`config.mk`:
```
export PLATFORM = sky130hd
export DESIGN_NAME = base64_stream_codec_top
export DESIGN_NICKNAME = d
export VERILOG_FILES = /design/src/b64_pkg.sv /design/src/base64_stream_codec_top.sv /design/src/b64_front.sv /design/src/b64_queue.sv /design/src/b64_back.sv
export VERILOG_INCLUDE_DIRS = /design/src /design/src/src
export SDC_FILE = /design/constraint.sdc
export NUM_CORES = 1
export LEC_CHECK = 0
export BUFFER_PORTS_ARGS = -buffer_cell sky130_fd_sc_hd__buf_2
export CAP_MARGIN = 40
export CORE_UTILIZATION = 67
export DETAILED_ROUTE_END_ITERATION = 8
export GPL_ROUTABILITY_DRIVEN = 0
export PLACE_DENSITY = 0.95
export SLEW_MARGIN = 15
export SYNTH_ARGS = -nofsm -noshare
export SYNTH_HDL_FRONTEND = slang
export SYNTH_SLANG_ARGS = --single-unit
```
`constraint.sdc`:
```
create_clock -name clock -period 6.3 [get_ports clock]
set_input_delay 1.26 -clock clock [delete_from_list [all_inputs] [get_ports clock]]
set_output_delay 1.26 -clock clock [all_outputs]
set_load 0.01 [all_outputs]
```
`src/base64_stream_codec_top_assert.svh`:
```
// Assertion macros shared by the base64 stream codec modules.
`ifndef BASE64_STREAM_CODEC_TOP_ASSERT_SVH
`define BASE64_STREAM_CODEC_TOP_ASSERT_SVH

// Flag any cycle on which the condition holds.
`define B64_ASSERT_NEVER(lbl, expr) \
   lbl: assert property (@(posedge clock) disable iff (reset) !(expr)) \
      else $error("base64 codec: forbidden condition seen");

// Require the consequent in the same cycle as the antecedent.
`define B64_ASSERT_IMPLIES(lbl, ante, cons) \
   lbl: assert property (@(posedge clock) disable iff (reset) (ante) |-> (cons)) \
      else $error("base64 codec: implication violated");

// Require the consequent in the cycle after the antecedent.
`define B64_ASSERT_NEXT(lbl, ante, cons) \
   lbl: assert property (@(posedge clock) disable iff (reset) (ante) |=> (cons)) \
      else $error("base64 codec: next-cycle check violated");

`endif

```
`src/b64_pkg.sv`:
```
// Types, constants and character tables for the base64 stream codec.
package b64_pkg;

   localparam logic [7:0] PAD_CHAR    = 8'h3D;
   localparam logic [5:0] SEXTET_MASK = 6'h3F;
   localparam logic [5:0] SEXTET_PLUS = 6'd62;
   localparam logic [5:0] SEXTET_SLASH = 6'd63;

   typedef struct packed {
      logic [7:0] in_byte;
      logic       in_last;
   } b64_req_type;

   typedef struct packed {
      logic [7:0] out_byte;
      logic       out_last;
      logic       out_error;
   } b64_rsp_type;

   // Kind of work handed from the front to the back.
   typedef enum logic [1:0] {
      GRP_ENCODE,
      GRP_DECODE,
      GRP_ERROR
   } grp_op_type;

   // One finished group: encode holds the left-aligned bytes and the byte count,
   // decode holds the three bytes and how many of them to keep.
   typedef struct packed {
      grp_op_type  op;
      logic [23:0] bits;
      logic [1:0]  cnt;
      logic        last;
   } grp_type;

   // Map a sextet to its alphabet character.
   function automatic logic [7:0] alphabet_char(input logic [5:0] s);
      logic [7:0] ch;
      case (s) inside
         [6'd0:6'd25]:  ch = 8'(8'h41 + {2'b00, s});
         [6'd26:6'd51]: ch = 8'(8'h61 + {2'b00, s} - 8'd26);
         [6'd52:6'd61]: ch = 8'(8'h30 + {2'b00, s} - 8'd52);
         SEXTET_PLUS:   ch = 8'h2B;
         default:       ch = 8'h2F;
      endcase
      return ch;
   endfunction

   // Map a character to its sextet; anything outside the alphabet gives zero.
   function automatic logic [5:0] sextet_of(input logic [7:0] ch);
      logic [5:0] s;
      case (ch) inside
         [8'h41:8'h5A]: s = 6'(ch - 8'h41);
         [8'h61:8'h7A]: s = 6'(ch - 8'h61 + 8'd26);
         [8'h30:8'h39]: s = 6'(ch - 8'h30 + 8'd52);
         8'h2B:         s = SEXTET_PLUS;
         8'h2F:         s = SEXTET_SLASH;
         default:       s = 6'd0;
      endcase
      return s & SEXTET_MASK;
   endfunction

endpackage

```
`src/base64_stream_codec_top.sv`:
```
// Base64 stream codec: encodes bytes to characters or decodes characters to bytes.
//
// Use: csr_we/csr_wdata set the direction (0 encode, 1 decode) while the block is
// idle; every write also clears any partly collected group. Items enter on
// req_valid/req_data and are taken at an edge where req_stall is low; results
// leave on rsp_valid/rsp_data and are taken at an edge where rsp_stall is low.
// The front collects one item per cycle into a group while req_stall is low; a
// closed group goes into a short queue and the back expands it into results, one
// per cycle while rsp_stall allows, through an output register. The item that
// closes a group is written into the queue, and its first result then leaves
// through the output register. Input takes one item per cycle while the queue has
// room; when encoding, the back's one-result-per-cycle output sets the sustained rate.
// req_stall rises only when the queue is full. When the receiver holds
// rsp_stall, the output holds its item and the queue fills, then the input
// stalls. Reset (synchronous, active high) selects encode, empties the queue
// and clears the group state.
module base64_stream_codec_top
   import b64_pkg::*;
#(
   parameter int QUEUE_DEPTH = 2
) (
   input  logic        clock,
   input  logic        reset,
   input  logic        csr_we,
   input  logic        csr_wdata,
   input  logic        req_valid,
   output logic        req_stall,
   input  b64_req_type req_data,
   output logic        rsp_valid,
   input  logic        rsp_stall,
   output b64_rsp_type rsp_data
);

   logic    accept;
   logic    push;
   grp_type push_grp;
   logic    pop;
   logic    q_full;
   logic    q_empty;
   grp_type head_grp;

   assign req_stall = q_full;
   assign accept    = req_valid && !q_full;

   b64_front u_front (
      .clock    (clock),
      .reset    (reset),
      .csr_we   (csr_we),
      .csr_wdata(csr_wdata),
      .accept   (accept),
      .req_data (req_data),
      .push     (push),
      .push_grp (push_grp)
   );

   b64_queue #(
      .DEPTH(QUEUE_DEPTH)
   ) u_queue (
      .clock   (clock),
      .reset   (reset),
      .push    (push),
      .push_grp(push_grp),
      .pop     (pop),
      .full    (q_full),
      .empty   (q_empty),
      .head_grp(head_grp)
   );

   b64_back u_back (
      .clock     (clock),
      .reset     (reset),
      .head_valid(!q_empty),
      .head_grp  (head_grp),
      .pop       (pop),
      .rsp_valid (rsp_valid),
      .rsp_stall (rsp_stall),
      .rsp_data  (rsp_data)
   );

endmodule

```
`src/b64_front.sv`:
```
// Front end: accepts items, collects groups and hands finished groups on.
module b64_front
   import b64_pkg::*;
(
   input  logic        clock,
   input  logic        reset,
   input  logic        csr_we,
   input  logic        csr_wdata,
   input  logic        accept,
   input  b64_req_type req_data,
   output logic        push,
   output grp_type     push_grp
);

   logic        mode_ff, mode_in;
   logic [23:0] group_ff, group_in;
   logic [1:0]  count_ff, count_in;
   logic [1:0]  pad_ff, pad_in;

   logic [23:0] enc_buf;
   logic [23:0] dec_buf;
   logic [1:0]  pad_next;
   logic [1:0]  keep;

   assign enc_buf  = {group_ff[15:0], req_data.in_byte};
   assign dec_buf  = {group_ff[17:0], sextet_of(req_data.in_byte)};
   assign pad_next = (req_data.in_byte == PAD_CHAR && pad_ff != 2'd3) ?
                     2'(pad_ff + 2'd1) : pad_ff;
   assign keep     = 2'(2'd3 - pad_next);

   // Collect the group and emit a descriptor when it closes (a quad of three or more pads: only if last).
   always_comb begin
      mode_in  = mode_ff;
      group_in = group_ff;
      count_in = count_ff;
      pad_in   = pad_ff;
      push     = 1'b0;
      push_grp = '{op: GRP_ERROR, bits: 24'd0, cnt: 2'd0, last: 1'b1};
      if (csr_we) begin
         mode_in  = csr_wdata;
         group_in = 24'd0;
         count_in = 2'd0;
         pad_in   = 2'd0;
      end else if (accept) begin
         if (!mode_ff) begin
            if (count_ff < 2'd2 && !req_data.in_last) begin
               group_in = enc_buf;
               count_in = 2'(count_ff + 2'd1);
            end else begin
               push          = 1'b1;
               push_grp.op   = GRP_ENCODE;
               push_grp.last = req_data.in_last;
               case (count_ff)
                  2'd0: begin
                     push_grp.bits = {enc_buf[7:0], 16'd0};
                     push_grp.cnt  = 2'd1;
                  end
                  2'd1: begin
                     push_grp.bits = {enc_buf[15:0], 8'd0};
                     push_grp.cnt  = 2'd2;
                  end
                  default: begin
                     push_grp.bits = enc_buf;
                     push_grp.cnt  = 2'd3;
                  end
               endcase
               group_in = 24'd0;
               count_in = 2'd0;
               pad_in   = 2'd0;
            end
         end else begin
            if (count_ff != 2'd3) begin
               if (req_data.in_last) begin
                  push     = 1'b1;
                  group_in = 24'd0;
                  count_in = 2'd0;
                  pad_in   = 2'd0;
               end else begin
                  group_in = dec_buf;
                  count_in = 2'(count_ff + 2'd1);
                  pad_in   = pad_next;
               end
            end else begin
               // Quad complete: keep the bytes not cancelled by padding.
               if (keep == 2'd0) begin
                  push = req_data.in_last;
               end else begin
                  push          = 1'b1;
                  push_grp.op   = GRP_DECODE;
                  push_grp.bits = dec_buf;
                  push_grp.cnt  = keep;
                  push_grp.last = req_data.in_last;
               end
               group_in = 24'd0;
               count_in = 2'd0;
               pad_in   = 2'd0;
            end
         end
      end
   end

   always_ff @(posedge clock) begin
      if (reset) begin
         mode_ff  <= 1'b0;
         group_ff <= 24'd0;
         count_ff <= 2'd0;
         pad_ff   <= 2'd0;
      end else begin
         mode_ff  <= mode_in;
         group_ff <= group_in;
         count_ff <= count_in;
         pad_ff   <= pad_in;
      end
   end

endmodule

```
`src/b64_queue.sv`:
```
// Short group queue between the front and the back.
module b64_queue
   import b64_pkg::*;
#(
   parameter int DEPTH = 2
) (
   input  logic    clock,
   input  logic    reset,
   input  logic    push,
   input  grp_type push_grp,
   input  logic    pop,
   output logic    full,
   output logic    empty,
   output grp_type head_grp
);

`include "base64_stream_codec_top_assert.svh"

   localparam int PTR_W = (DEPTH > 1) ? $clog2(DEPTH) : 1;
   localparam int CNT_W = $clog2(DEPTH + 1);

   grp_type              slot_ff [DEPTH];
   logic [PTR_W-1:0]     wr_ptr_ff, wr_ptr_in;
   logic [PTR_W-1:0]     rd_ptr_ff, rd_ptr_in;
   logic [CNT_W-1:0]     count_ff, count_in;

   assign full     = (count_ff == CNT_W'(DEPTH));
   assign empty    = (count_ff == '0);
   assign head_grp = slot_ff[rd_ptr_ff];

   // Advance pointers and occupancy.
   always_comb begin
      wr_ptr_in = wr_ptr_ff;
      rd_ptr_in = rd_ptr_ff;
      count_in  = count_ff;
      if (push) begin
         wr_ptr_in = (wr_ptr_ff == PTR_W'(DEPTH - 1)) ? '0 : PTR_W'(wr_ptr_ff + 1'b1);
      end
      if (pop) begin
         rd_ptr_in = (rd_ptr_ff == PTR_W'(DEPTH - 1)) ? '0 : PTR_W'(rd_ptr_ff + 1'b1);
      end
      if (push && !pop) begin
         count_in = CNT_W'(count_ff + 1'b1);
      end else if (pop && !push) begin
         count_in = CNT_W'(count_ff - 1'b1);
      end
   end

   always_ff @(posedge clock) begin
      if (reset) begin
         wr_ptr_ff <= '0;
         rd_ptr_ff <= '0;
         count_ff  <= '0;
      end else begin
         wr_ptr_ff <= wr_ptr_in;
         rd_ptr_ff <= rd_ptr_in;
         count_ff  <= count_in;
      end
   end

   // Store pushed groups.
   always_ff @(posedge clock) begin
      if (push) begin
         slot_ff[wr_ptr_ff] <= push_grp;
      end
   end

   `B64_ASSERT_NEVER(a_no_overflow, push && full)
   `B64_ASSERT_NEVER(a_no_underflow, pop && empty)
   `B64_ASSERT_NEXT(a_count_up, push && !pop, count_ff == CNT_W'($past(count_ff) + 1'b1))

endmodule

```
`src/b64_back.sv`:
```
// Back end: expands each group into result items through an output register.
module b64_back
   import b64_pkg::*;
(
   input  logic        clock,
   input  logic        reset,
   input  logic        head_valid,
   input  grp_type     head_grp,
   output logic        pop,
   output logic        rsp_valid,
   input  logic        rsp_stall,
   output b64_rsp_type rsp_data
);

`include "base64_stream_codec_top_assert.svh"

   logic [1:0]  idx_ff, idx_in;
   logic        rsp_valid_ff, rsp_valid_in;
   b64_rsp_type rsp_data_ff, rsp_data_in;

   logic        out_load;
   logic [5:0]  sextet;
   logic [7:0]  dec_byte;
   logic        final_item;
   b64_rsp_type item;

   assign out_load = !rsp_valid_ff || !rsp_stall;

   // Select the sextet and byte for the current position.
   always_comb begin
      case (idx_ff)
         2'd0:    sextet = head_grp.bits[23:18];
         2'd1:    sextet = head_grp.bits[17:12];
         2'd2:    sextet = head_grp.bits[11:6];
         default: sextet = head_grp.bits[5:0];
      endcase
      case (idx_ff)
         2'd0:    dec_byte = head_grp.bits[23:16];
         2'd1:    dec_byte = head_grp.bits[15:8];
         default: dec_byte = head_grp.bits[7:0];
      endcase
   end

   // Build the result item and decide whether the group is done.
   always_comb begin
      case (head_grp.op)
         GRP_ENCODE: begin
            final_item     = (idx_ff == 2'd3);
            item.out_byte  = (idx_ff <= head_grp.cnt) ? alphabet_char(sextet) : PAD_CHAR;
            item.out_last  = final_item && head_grp.last;
            item.out_error = 1'b0;
         end
         GRP_DECODE: begin
            final_item     = (idx_ff == 2'(head_grp.cnt - 2'd1));
            item.out_byte  = dec_byte;
            item.out_last  = final_item && head_grp.last;
            item.out_error = 1'b0;
         end
         default: begin
            final_item     = 1'b1;
            item.out_byte  = 8'd0;
            item.out_last  = 1'b1;
            item.out_error = 1'b1;
         end
      endcase
   end

   // Load the output register when it is free or being taken.
   always_comb begin
      idx_in       = idx_ff;
      rsp_valid_in = rsp_valid_ff;
      rsp_data_in  = rsp_data_ff;
      pop          = 1'b0;
      if (out_load) begin
         rsp_valid_in = head_valid;
         if (head_valid) begin
            rsp_data_in = item;
            pop         = final_item;
            idx_in      = final_item ? 2'd0 : 2'(idx_ff + 2'd1);
         end
      end
   end

   always_ff @(posedge clock) begin
      if (reset) begin
         idx_ff       <= 2'd0;
         rsp_valid_ff <= 1'b0;
      end else begin
         idx_ff       <= idx_in;
         rsp_valid_ff <= rsp_valid_in;
      end
   end

   always_ff @(posedge clock) begin
      rsp_data_ff <= rsp_data_in;
   end

   assign rsp_valid = rsp_valid_ff;
   assign rsp_data  = rsp_data_ff;

   `B64_ASSERT_IMPLIES(a_error_is_last, rsp_valid_ff && rsp_data_ff.out_error,
                       rsp_data_ff.out_last)

endmodule

```
; ---- Word level (Yosys, flattened, before mapping)
; Memory sizes are Yosys's and may differ from the RTL's. A register that Yosys moved wholly into a read port is not among the register bits.
; Index checks and enable logic that the tools add are counted.
[word_totals]
reg_bits = 40
latchBits = 0
out_inout_bits = 12
n_memories = 1
ramBits = 58
inputBits = 15
romBits = 0
elab_cells = 143
[op_classes]
add_sub_neg = 19
n_lt_le_gt_ge = 14
shifts = 0
bitwise_logic = 1
n_eq_ne = 14
reduce_logical = 30
n_mul = 0
div = 0
muxes = 52
[mem_list]
columns = memory, words, width, read_ports, rd_clocked_by_memory_dff, write_ports, line_no
row1 = u_queue.slot_ff, 2, 29, 1, 1, 1, b64_queue.sv:22  ; grp_type slot_ff [DEPTH];
[op_table]
columns = operator, n
row1 = $mux W29, 6
row2 = $mux W18, 4
row3 = $pmux W26 S2, 1
row4 = $mux W8, 4
row5 = $mux W6, 5
row6 = $eq A8 B6 Y1 const B, 3
row7 = $mux W2, 12
row8 = $pmux W10 S2, 1
row9 = $pmux W6 S3, 1
row10 = $add A7 B6 Y8 const A, 2
row11 = $ge A8 B7 Y1 const B, 2
row12 = $le A8 B7 Y1 const B, 2
row13 = $pmux W8 S2, 1
row14 = $mux W1, 15
row15 = $logic_and A1 B1 Y1, 13
row16 = $le A6 B6 Y1 const B, 2
row17 = $sub A6 B6 Y6 const B, 2
row18 = $logic_not A2 Y1, 5
row19 = $add A2 B1 Y2 const B, 4
row20 = $ge A8 B6 Y1 const B, 1
row21 = $le A8 B6 Y1 const B, 1
row22 = $sub A8 B5 Y8 const B, 1
row23 = $sub A8 B6 Y8 const B, 1
row24 = $add A6 B6 Y7 const A, 1
row25 = other kinds (26), 40

; ---- Depth between registers and ports, before layout
; Gate-level depths: netlist (run 1).
[depth]
depth_word = 14
mapped_depth = 15

; ---- Cells and area by module
; From an unflattened synthesis (run 1), not the netlist that was laid out.
[hier_totals]
hier_cells = 577
hier_area_um2 = 5879.4
[by_module_without_submodules]
columns = module, area_per_inst_um2, instances, cells_per_inst, seq_area_each_um2
row1 = b64_queue, 2297.2, 1, 112, 1841.8
row2 = b64_front, 2170.8, 1, 305, 460.4
row3 = b64_back, 1393.8, 1, 158, 360.3
row4 = base64_stream_codec_top, 17.5, 1, 2, 0.0

; ---- Worst setup path after synthesis (run 1)
; No wires, ideal clock.
[synth_path]
kind = input to register
from = input req_data[2] in the netlist's numbering
to = memory u_queue.slot_ff[0][0] in the netlist's numbering (enable)
setup_ns = 0.415
path_stages = 9
setup_slack_ns = 1.833
arrival_ns = 4.052
cell_sequence = clkbuf_1 > inv_1 > ha_1 > nand4b_1 > nor3b_1 > a311o_1 > a21oi_1 > o21ai_0 > nor2_1
[synth_via]
elab_chain_len = 12
[synth_rtl]
columns = item, line_no
row1 = "start, declared", base64_stream_codec_top.sv:28  ; input b64_req_type req_data,
row2 = $eq A8 B6 Y1, b64_front.sv:27  ; assign pad_next = (req_data.in_byte == PAD_CHAR && pad_ff != 2'd3) ?
row3 = $logic_and A1 B1 Y1, b64_front.sv:27
row4 = $mux W2, b64_front.sv:27
row5 = $sub A2 B2 Y2, b64_front.sv:29  ; assign keep = 2'(2'd3 - pad_next);
row6 = $logic_not A2 Y1, b64_front.sv:85  ; if (keep == 2'd0) begin
row7 = $mux W1, b64_front.sv:85
row8 = $mux W1, b64_front.sv:72  ; if (count_ff != 2'd3) begin
row9 = $mux W1, b64_front.sv:45  ; if (!mode_ff) begin
row10 = $mux W1, b64_front.sv:44  ; end else if (accept) begin
row11 = $mux W1, b64_front.sv:39  ; if (csr_we) begin
row12 = $mux W1, b64_queue.sv:63  ; if (push) begin
row13 = $mux W1 (not written as such), b64_queue.sv:64  ; slot_ff[wr_ptr_ff] <= push_grp;
row14 = "end, declared", b64_queue.sv:22
; Every way passes these cells.

; ---- Final worst setup path (run 1)
[layout_path]
from = input req_data[5] in the netlist's numbering
to = register u_queue.count_ff[1]
[layout_via]
elab_chain_len = 13
[layout_rtl]
columns = item, line_no
row1 = $eq A8 B6 Y1 *, b64_front.sv:27
row2 = $logic_and A1 B1 Y1 *, b64_front.sv:27
row3 = $mux W2 *, b64_front.sv:27
row4 = $sub A2 B2 Y2 *, b64_front.sv:29
row5 = $logic_not A2 Y1 *, b64_front.sv:85
row6 = $mux W1 *, b64_front.sv:85
row7 = $mux W1 *, b64_front.sv:72
row8 = $mux W1 *, b64_front.sv:45
row9 = $mux W1 *, b64_front.sv:44
row10 = $mux W1 *, b64_front.sv:39
row11 = net push, base64_stream_codec_top.sv:35  ; logic push;
row12 = $logic_not A1 Y1, b64_queue.sv:44  ; end else if (pop && !push) begin
row13 = $logic_and A1 B1 Y1, b64_queue.sv:44
row14 = $reduce_bool A2 Y1 (no source line), n/a
row15 = "end signal, assigned", b64_queue.sv:57  ; count_ff <= count_in;
row16 = "end, declared", b64_queue.sv:25  ; logic [CNT_W-1:0] count_ff, count_in;
; Mark *: on every way through the listed nets, which the timed path passes. The rest lies on a longest branch.
; A chain may end at the register's enable or synchronous reset.

==> results.md, run 1 <==
* Avg WL per Cell at 18.23 um
* Clock root buffer: clkbuf_8
* IO buf count at 26
* Antenna violations before repair at 0
* Startpoint class of the critical path: input port
* CTS Hold Buffers Added at 0
* Most frequent cell after synthesis: nor2_1
* Antenna cells at 0
* Final hold vios at 0
* Clock buffer depth at 2
* Xor-xnor portion of the synthesized cell area at 2.654%
* CTS resizes at 0
* Total Power at 2.178 mW
* Final HPWL DP at 9.604 mm
* Core area at 8806 um^2
* Routed Antenna Nets at 0
* Area share of fa/ha/maj cells after synthesis at 5.717%
* Number of library cell types mapped by synthesis at 75
* TritonCTS Buffers at 9
* # rows at 34
* Drt first pass iters at 8
* PD cells at 338.7 nW/um^2
* Reg clk slew, reported paths at 0.10 ns
* Synth-to-layout area growth at 4.941%
* Max Cap Viol at 0
* Post-Route WL at 13.58 mm
* Arrival time worst endpoint at 4.26 ns
* Clock Skew at 0.008780 ns
* Combinational family with the most area after synthesis: compound AO/OA/AOI/OAI gates
* Post-CTS setup buffers at 0
* Net Count, Synth at 675
* Fin. max-slew vios at 0
* Dominant cells by area after synthesis: edfxtp_1, dfxtp_1, ha_1
* Global-route wire length before repair at 22.43 mm
* Starting Density at 69.59%
* Synth warn at 0
* Slew HR at 41.75%
* Setup repair after global routing missed its margin: false
* Post-synth EDFFs at 68
* Period minus WS final at 3.966 ns
* Final setup viols at 0
* Layout cells sized above 1 at 12.56%
* Share of flip-flops with an asynchronous set or reset at 0%
* DRC violations left at 6
* Routed vias/inst at 6.809
* H-Tree Level Count at 3
* GR Overflow Total at 0
* LEAKAGE at 2.333 nW
* Synth Area in Compound Gates at 20.93%
* Die width at 97.64 um
* Violated checks: DRC
* Required @ worst endpoint at 6.60 ns
* Maximum vdd ir drop at 0.1800 mV
* Drt first-iter violations at 560
* Die Height at 97.64 um
* Number of global-route vias before repair at 4637
* Post-Syn Area at 6128 um^2
* Yosys top cell by area: edfxtp_1
* All-layer global routing usage at 29.34%
* Yosys top cell area share at 33.32%
* Setup TNS at 0 ns
* Synthesized area per cell at 9.697 um^2
* Outcome: finished with violations
* Synth Area in Simple Gates at 15.50%
* CTS sink cnt at 99
* Class of the worst hold path: flop to flop
* CP Class: input port to flop
* Seq/Total Area, Yosys at 43.45%
* Maximum clock rate at 252.2 MHz
* CTS tree: yes
* Worst setup EP type: flop
* Largest net degree at the start of global routing at 52
* Synth cell count leaders: nor2_1, edfxtp_1, a21oi_1
* Routed vias at 5073
* Later-pin clock latency in the skew report at 0.36 ns
* Mux cell area share after synthesis at 6.697%
* Post-Syn Instances at 632
* DIE AREA at 9534 um^2
* #FFs+latches synth at 99
* Max FO, Critical Path at 15
* Worst-margin pin slew at 0.8737 ns
* Boundary Pins at 27
* Fin nets at 675
* Ys flop type: edfxtp_1
* Final Cycle Share at 62.95%
-- cells in the final DEF, fill, tap and decap left out, types with 5 or more instances in the layout --
| master | netlist | routed |
|---|---|---|
| xor2_1 | 8 | 8 |
| edfxtp_1 | 68 | 68 |
| nor2_1 | 74 | 72 |
| a211oi_1 | 8 | 8 |
| nor3b_1 | 12 | 11 |
| nor2b_1 | 14 | 14 |
| mux2_2 | 12 | 12 |
| buf_2 | 1 | 26 |
| dfxtp_1 | 31 | 31 |
| and2_1 | 5 | 5 |
| ha_1 | 28 | 28 |
| a221oi_1 | 21 | 21 |
| xnor2_1 | 8 | 8 |
| nand3_1 | 11 | 11 |
| o21ai_0 | 22 | 22 |
| clkbuf_8 | 0 | 9 |
| o31ai_1 | 6 | 6 |
| nor3_1 | 32 | 31 |
| inv_1 | 21 | 21 |
| mux2i_1 | 20 | 20 |
| nand2_1 | 42 | 42 |
| a22oi_1 | 17 | 17 |
| buf_4 | 3 | 7 |
| a21oi_1 | 50 | 50 |
-- cells by family after synthesis --
family | after synthesis
AND/OR/NAND/NOR | 203
AO/OA/AOI/OAI | 178
flip-flops | 99
buffers and inverters | 69
multiplexers | 38
adder cells (fa/ha/maj) | 28
XOR/XNOR | 17
-- report_power, final --
group	total, mW	leakage [nW]	switching (mW)	internal, mW
clock network	0.364	0.0960	0.216	0.147
registers	0.819	0.897	0.0347	0.784
logic	0.996	1.34	0.615	0.380
-- routing by layer --
metal	GRT usage, %	wire [um]
met1	37.85	5498
met2	49.15	6750
met3	4.964	984
met4	11.89	344
met5	0	0
-- final timing paths --
kind / startpoint / end / slack (ns) / cells past startpoint
max: req_data[5] / u_queue.count_ff[1] / 2.33 / 11
min reg2reg: u_back.rsp_valid / u_back.rsp_valid / 0.49 / 2
min: u_back.rsp_valid / u_back.rsp_valid / 0.49 / 2
max reg2reg: u_back.idx_ff[0] / u_back.rsp_data[4] / 2.53 / 12
-- critical path: stages --
cell and delay (ns):
buf_2 0.25, nor4bb_1 0.40, nand4b_1 0.33, nor3b_1 0.28, a311o_1 0.20, a21oi_1 0.08
o21ai_0 0.50, inv_1 0.11, ha_1 0.35, or3_1 0.35, a21oi_1 0.15
-- cell type report --
type / instances / area (um^2)
Tap cell: 108 / 135.1
Timing Repair Buffer: 33 / 182.7
Fill cell: 580 / 2375
Multi-Input combinational cell: 464 / 3171
Clock inverter: 7 / 50.05
Clock buffer: 9 / 123.9
Inverter: 25 / 106.4
Sequential cell: 99 / 2663
-- through the flow --
step	instance area [um^2]	hold WS (ns)	cells	worst slack, ns	util (%)
5_1_grt	6431	0.5089	745	2.074	73.03
3_3_place_gp	6257	0.4590	729	2.108	71.06
2_1_floorplan	6128	0.4725	632	1.833	-
6_report	6431	0.4866	745	2.334	73.03
3_5_place_dp	6257	0.4713	729	2.002	71.06
4_1_cts	6431	0.4870	745	2.378	73.03
-- state kept, by name, indices dropped and copies added (netlist names), named ones only --
| register | cells |
|---|---|
| u_back.rsp_valid | 1 |
| u_front.pad_ff | 2 |
| u_queue.slot_ff | 58 |
| u_back.idx_ff | 2 |
| u_front.count_ff | 2 |
| u_front.group_ff | 18 |
| u_back.rsp_data | 10 |
| u_queue.count_ff | 2 |
| u_front.mode_ff | 1 |
| u_queue.wr_ptr_ff | 1 |
| u_queue.rd_ptr_ff | 1 |
No activity file was read; power rests on OpenSTA's default activity.
==> run 2, diff against run 1 <==
CORE_UTILIZATION = 56   (was 67)
PLACE_DENSITY = 0.86   (was 0.95)
clock period = 3.6 ns   (was 6.3 ns; I/O delays follow)
==> results.md, run 2 (synthesis gave the netlist of run 1 again) <==
* Layout Cells excl Fill at 785
* Most common cell after layout, fill and taps aside: nor2_1
* Placed cell count at 769
* Reg clk slew, reported paths at 0.11 ns
* Max FO, Critical Path at 12
* CP Class: flop to flop
* Fin util at 63.25%
* CTS Hold Buffers Added at 0
* Routed vias at 5109
* GR Overflow Total at 0
* Antenna cells at 0
* Class of the worst hold path: flop to flop
* Core area at 10460 um^2
* Largest reg by FF count: u_queue.slot_ff
* Max stage delay on crit path at 0.47 ns
* Final Cycle Share at 93.87%
* CTS sink cnt at 99
* Maximum vdd ir drop at 0.3244 mV
* Routed Antenna Nets at 0
* CTS resizes at 0
* Clock buffer depth at 2
* Die Height at 106.6 um
* TritonCTS Buffers at 9
* Min Hold Slack at 0.4855 ns
* Arrival time worst endpoint at 3.58 ns
* Worst-path cell chain: inv_1 > ha_1 > a22o_1 > o31a_4 > clkinv_8 > ha_1 > inv_1 > o31ai_1 > and2_2 > mux2_1 > o211a_1 > o221ai_1
* Fin. max-slew vios at 0
* Die width at 106.6 um
* Period minus WS final at 3.379 ns
* Most frequent cells in the layout: nor2_1, edfxtp_1, a21oi_1, nand2_1
* Boundary Pins at 27
* All-layer global routing usage at 26.09%
* Dpl ws at 0.06727 ns
* Setup TNS at 0 ns
* Worst setup EP type: flop
* Drt first pass iters at 7
* Setup repair after global routing missed its margin: false
* DRC violations left at 0
* Post-CTS setup buffers at 0
* Drt first-iter violations at 494
* Max Cap Viol at 0
* Routed vias/inst at 6.508
* DIE AREA at 11370 um^2
* Maximum clock rate at 295.9 MHz
* Clock root buffer: clkbuf_8
* Clock Skew at 0.01177 ns
* Max reg flops at 58
* Starting Density at 58.57%
* Fin nets at 687
* Synth-to-layout area growth at 7.983%
* Largest net degree at the start of global routing at 51
* H-Tree Level Count at 3
* LEAKAGE at 2.401 nW
* Avg WL per Cell at 18.40 um
* Final HPWL DP at 10.33 mm
* Final worst slack at 0.2208 ns
* Later-pin clock latency in the skew report at 0.37 ns
* CTS tree: yes
* Final hold vios at 0
* Antenna violations before repair at 0
* IO buf count at 26
* Layout cells sized above 1 at 14.33%
* Outcome: finished, final reports clean
* Global-route wire length before repair at 23.88 mm
* Fillcell total at 813
* # rows at 37
* Startpoint class of the critical path: flop
* Slowest cell on the critical path: dfxtp_1
* Slew HR at 44.59%
* PD cells at 602.6 nW/um^2
* Required @ worst endpoint at 3.80 ns
* Number of global-route vias before repair at 4915
* Final setup viols at 0
* Worst-margin pin slew at 0.8312 ns
* Post-Route WL at 14.44 mm
==> run 2: changes by cell type in the layout (fill, tap and decap cells not counted) <==
cell | previous run | this run
buf_4 | 7 | 17
inv_6 | 2 | 1
clkinv_8 | 1 | 4
clkinv_4 | 0 | 1
clkinvlp_4 | 0 | 1
buf_12 | 0 | 2
clkinv_2 | 3 | 0
and2_2 | 0 | 1
inv_4 | 1 | 0
and2_1 | 5 | 4
==> run 2: layer usage <==
layer / wire, um / track usage, % / share of wire [%]
met1: 6002 / 33.06 / 42
met3: 953 / 4.742 / 6.6
met2: 7142 / 44.52 / 49
met5: 0 / 0 / 0
met4: 342 / 9.491 / 2.4
==> run 2: final timing paths <==
| kind | startpoint | end | slack [ns] | cells past startpoint |
|---|---|---|---|---|
| worst max-delay path | u_back.idx_ff[1] | u_back.rsp_data[6] | 0.22 | 12 |
| worst min-delay path | u_back.rsp_valid | u_back.rsp_valid | 0.49 | 2 |
| worst max register to register | u_back.idx_ff[1] | u_back.rsp_data[6] | 0.22 | 12 |
| worst min register to register | u_back.rsp_valid | u_back.rsp_valid | 0.49 | 2 |
==> run 2: per-stage QoR <==
step                power [mW]  instance area [um^2]
finish                   3.988                  6618
global route             4.198                  6618
detailed placement       3.244                  6407
CTS                      3.949                  6616
global placement         3.170                  6407
floorplan                2.823                  6128
==> run 2: cell type report <==
type                       instances  area [um^2]  share of cell area [%]
multi-input combinational        464         3172                   47.93
sequential                        99         2663                   40.23
timing repair buffer              45        297.8                   4.500
tap                              136        170.2                   2.571
clock buffer                       9        123.9                   1.872
inverter                          25        106.4                   1.607
clock inverter                     7        85.08                   1.286
==> run 2: worst max-delay path: cells and delay by family (launching register included) <==
kind | cells | cell delay, ns
DFF | 1 | 0.47
AOI/OAI and AO/OA | 5 | 1.29
buffers and inverters | 3 | 0.29
adders and majority gates | 2 | 0.49
muxes | 1 | 0.37
and+or+nand+nor | 1 | 0.31
==> run 2: power breakdown <==
part / internal, mW / total, mW / switching, mW / leakage (nW)
logic: 0.725 / 1.83 / 1.11 / 1.40
registers: 1.37 / 1.44 / 0.0687 / 0.897
clock network: 0.277 / 0.715 / 0.438 / 0.100
==> run 3, diff against run 2 <==
CELL_PAD_IN_SITES_DETAIL_PLACEMENT = 1   (was unset)
CELL_PAD_IN_SITES_GLOBAL_PLACEMENT = 1   (was unset)
CORE_UTILIZATION = 46   (was 56)
CTS_BUF_LIST = sky130_fd_sc_hd__clkbuf_8   (was unset)
PLACE_DENSITY = 0.89   (was 0.86)
==> results.md, run 3 (synthesis gave the netlist of run 1 again) <==
* Outcome: finished, final reports clean
* Switching pwr at 1.640 mW
* Drt first pass iters at 5
* Setup TNS at 0 ns
* Antenna violations before repair at 0
* CTS sink cnt at 99
* Reg2reg start: u_back.idx_ff[1]
* Maximum clock rate at 289.3 MHz
* Final worst slack at 0.1433 ns
* Comb pwr share at 47.1%
* Post-Route WL at 16.80 mm
* Worst-margin pin slew at 0.8562 ns
* Fin nets at 687
* Max Cap Viol at 0
* Clock buffer depth at 2
* CP Class: flop to flop
* Startpoint class of the critical path: flop
* Arrival time worst endpoint at 3.59 ns
* Max reg flops at 58
* Reg-to-reg slack, setup at 0.14 ns
* Clock share of power at 17.0%
* Setup repair after global routing missed its margin: false
* TritonCTS Buffers at 9
* CTS Hold Buffers Added at 0
* Final setup viols at 0
* Routed vias at 5133
* Slew HR at 42.92%
* Cell count of the worst reg-to-reg path at 13
* Reg2Reg Capture Point: u_back.rsp_data[7]
* Antenna cells at 0
* Maximum vdd ir drop at 0.1909 mV
* Clock root buffer: clkbuf_8
* Routed vias/inst at 6.252
* Internal Power at 2.370 mW
* Worst Setup SP: u_back.idx_ff[1]
* Global-route wire length before repair at 27.88 mm
* DIE AREA at 13790 um^2
* Layout cells sized above 1 at 14.18%
* Later-pin clock latency in the skew report at 0.37 ns
* Crit path to: u_back.rsp_data[7]
* IO buf count at 26
* Avg WL per Cell at 20.46 um
* H-Tree Level Count at 3
* Dpl ws at 0.1762 ns
* Worst setup EP type: flop
* Most frequent cells in the layout: nor2_1, edfxtp_1, a21oi_1, nand2_1
* # rows at 41
* Fin. max-slew vios at 0
* Die Height at 117.4 um
* Routed Antenna Nets at 0
* Die width at 117.4 um
* Sequential share of power at 36.0%
* Drt first-iter violations at 397
* Starting Density at 47.79%
* GR Overflow Total at 0
* Final Cycle Share at 96.02%
* Net Sw Frac at 40.91%
* Clock Skew at 0.01475 ns
* Period minus WS final at 3.457 ns
* Largest net degree at the start of global routing at 50
* LEAKAGE at 2.399 nW
* All-layer global routing usage at 25.16%
* Boundary Pins at 27
* Largest reg by FF count: u_queue.slot_ff
* Synth-to-layout area growth at 8.473%
* Post-CTS setup buffers at 0
* Number of global-route vias before repair at 5257
* Max FO, Critical Path at 12
* Final hold vios at 0
* Most common cell after layout, fill and taps aside: nor2_1
* Required @ worst endpoint at 3.73 ns
* CTS resizes at 0
* Reg clk slew, reported paths at 0.10 ns
* Core area at 12820 um^2
* Class of the worst hold path: flop to flop
* Final HPWL DP at 12.22 mm
* CTS tree: yes
* PD cells at 603.2 nW/um^2
* DRC violations left at 0
[run 3: area by class of cell]
class                      count  area [um^2]
fill                        1464         6177
sequential                    99         2663
inverter                      25        106.4
multi-input combinational    464         3172
clock buffer                   9        123.9
timing repair buffer          45        310.3
tap                          172        215.2
clock inverter                 7        57.56
[run 3: power groups by stage]
stage	logic (mW)	clock network, mW	registers, mW
after global routing	2.04	0.736	1.45
final	1.89	0.680	1.44
after detailed placement	1.84	0	1.47
after global placement	1.75	0	1.46
after CTS	1.86	0.694	1.44
after floorplan	1.34	0	1.48
[run 3: routing by layer]
metal / share of wire [%] / vias to the layer above / global-route usage, %
li1: - / 2375 / -
met2: 52 / 152 / 44.86
met1: 43 / 2570 / 30.69
met5: 0 / - / 0
met4: 2.5 / 0 / 8.766
met3: 3.4 / 36 / 3.794
[run 3: metrics by stage]
step	cells	hold slack, ns	utilization (%)	power [mW]	instance area [um^2]
2_1_floorplan	632	0.4725	-	2.823	6128
5_1_grt	821	0.5080	51.83	4.232	6648
4_1_cts	821	0.4879	51.82	3.998	6646
3_5_place_dp	805	0.4729	50.41	3.305	6465
3_3_place_gp	805	0.4533	50.41	3.209	6465
6_report	821	0.4886	51.83	4.010	6648
[run 3: how the worst min path moves through the flow]
stage | slack, ns | depth (start not counted) | start | to
floorplan | 0.47 | 2 | u_queue.rd_ptr_ff | flop
detailed placement | 0.47 | 2 | u_back.rsp_valid | u_back.rsp_valid
global route | 0.51 | 2 | u_back.rsp_valid | u_back.rsp_valid
global placement | 0.45 | 2 | u_back.rsp_valid | u_back.rsp_valid
CTS | 0.49 | 2 | u_back.rsp_valid | u_back.rsp_valid
finish | 0.49 | 2 | u_back.rsp_valid | u_back.rsp_valid
[run 3: worst max-delay path, stage by stage (launching register included)]
cell,delay (ns)
dfxtp_1,0.49
inv_1,0.14
ha_1,0.33
a22o_1,0.26
o31a_4,0.32
clkinv_8,0.09
ha_1,0.20
inv_1,0.08
o31ai_1,0.37
and2_2,0.27
buf_4,0.18
nor2_1,0.06
o21a_1,0.12
a211o_1,0.28
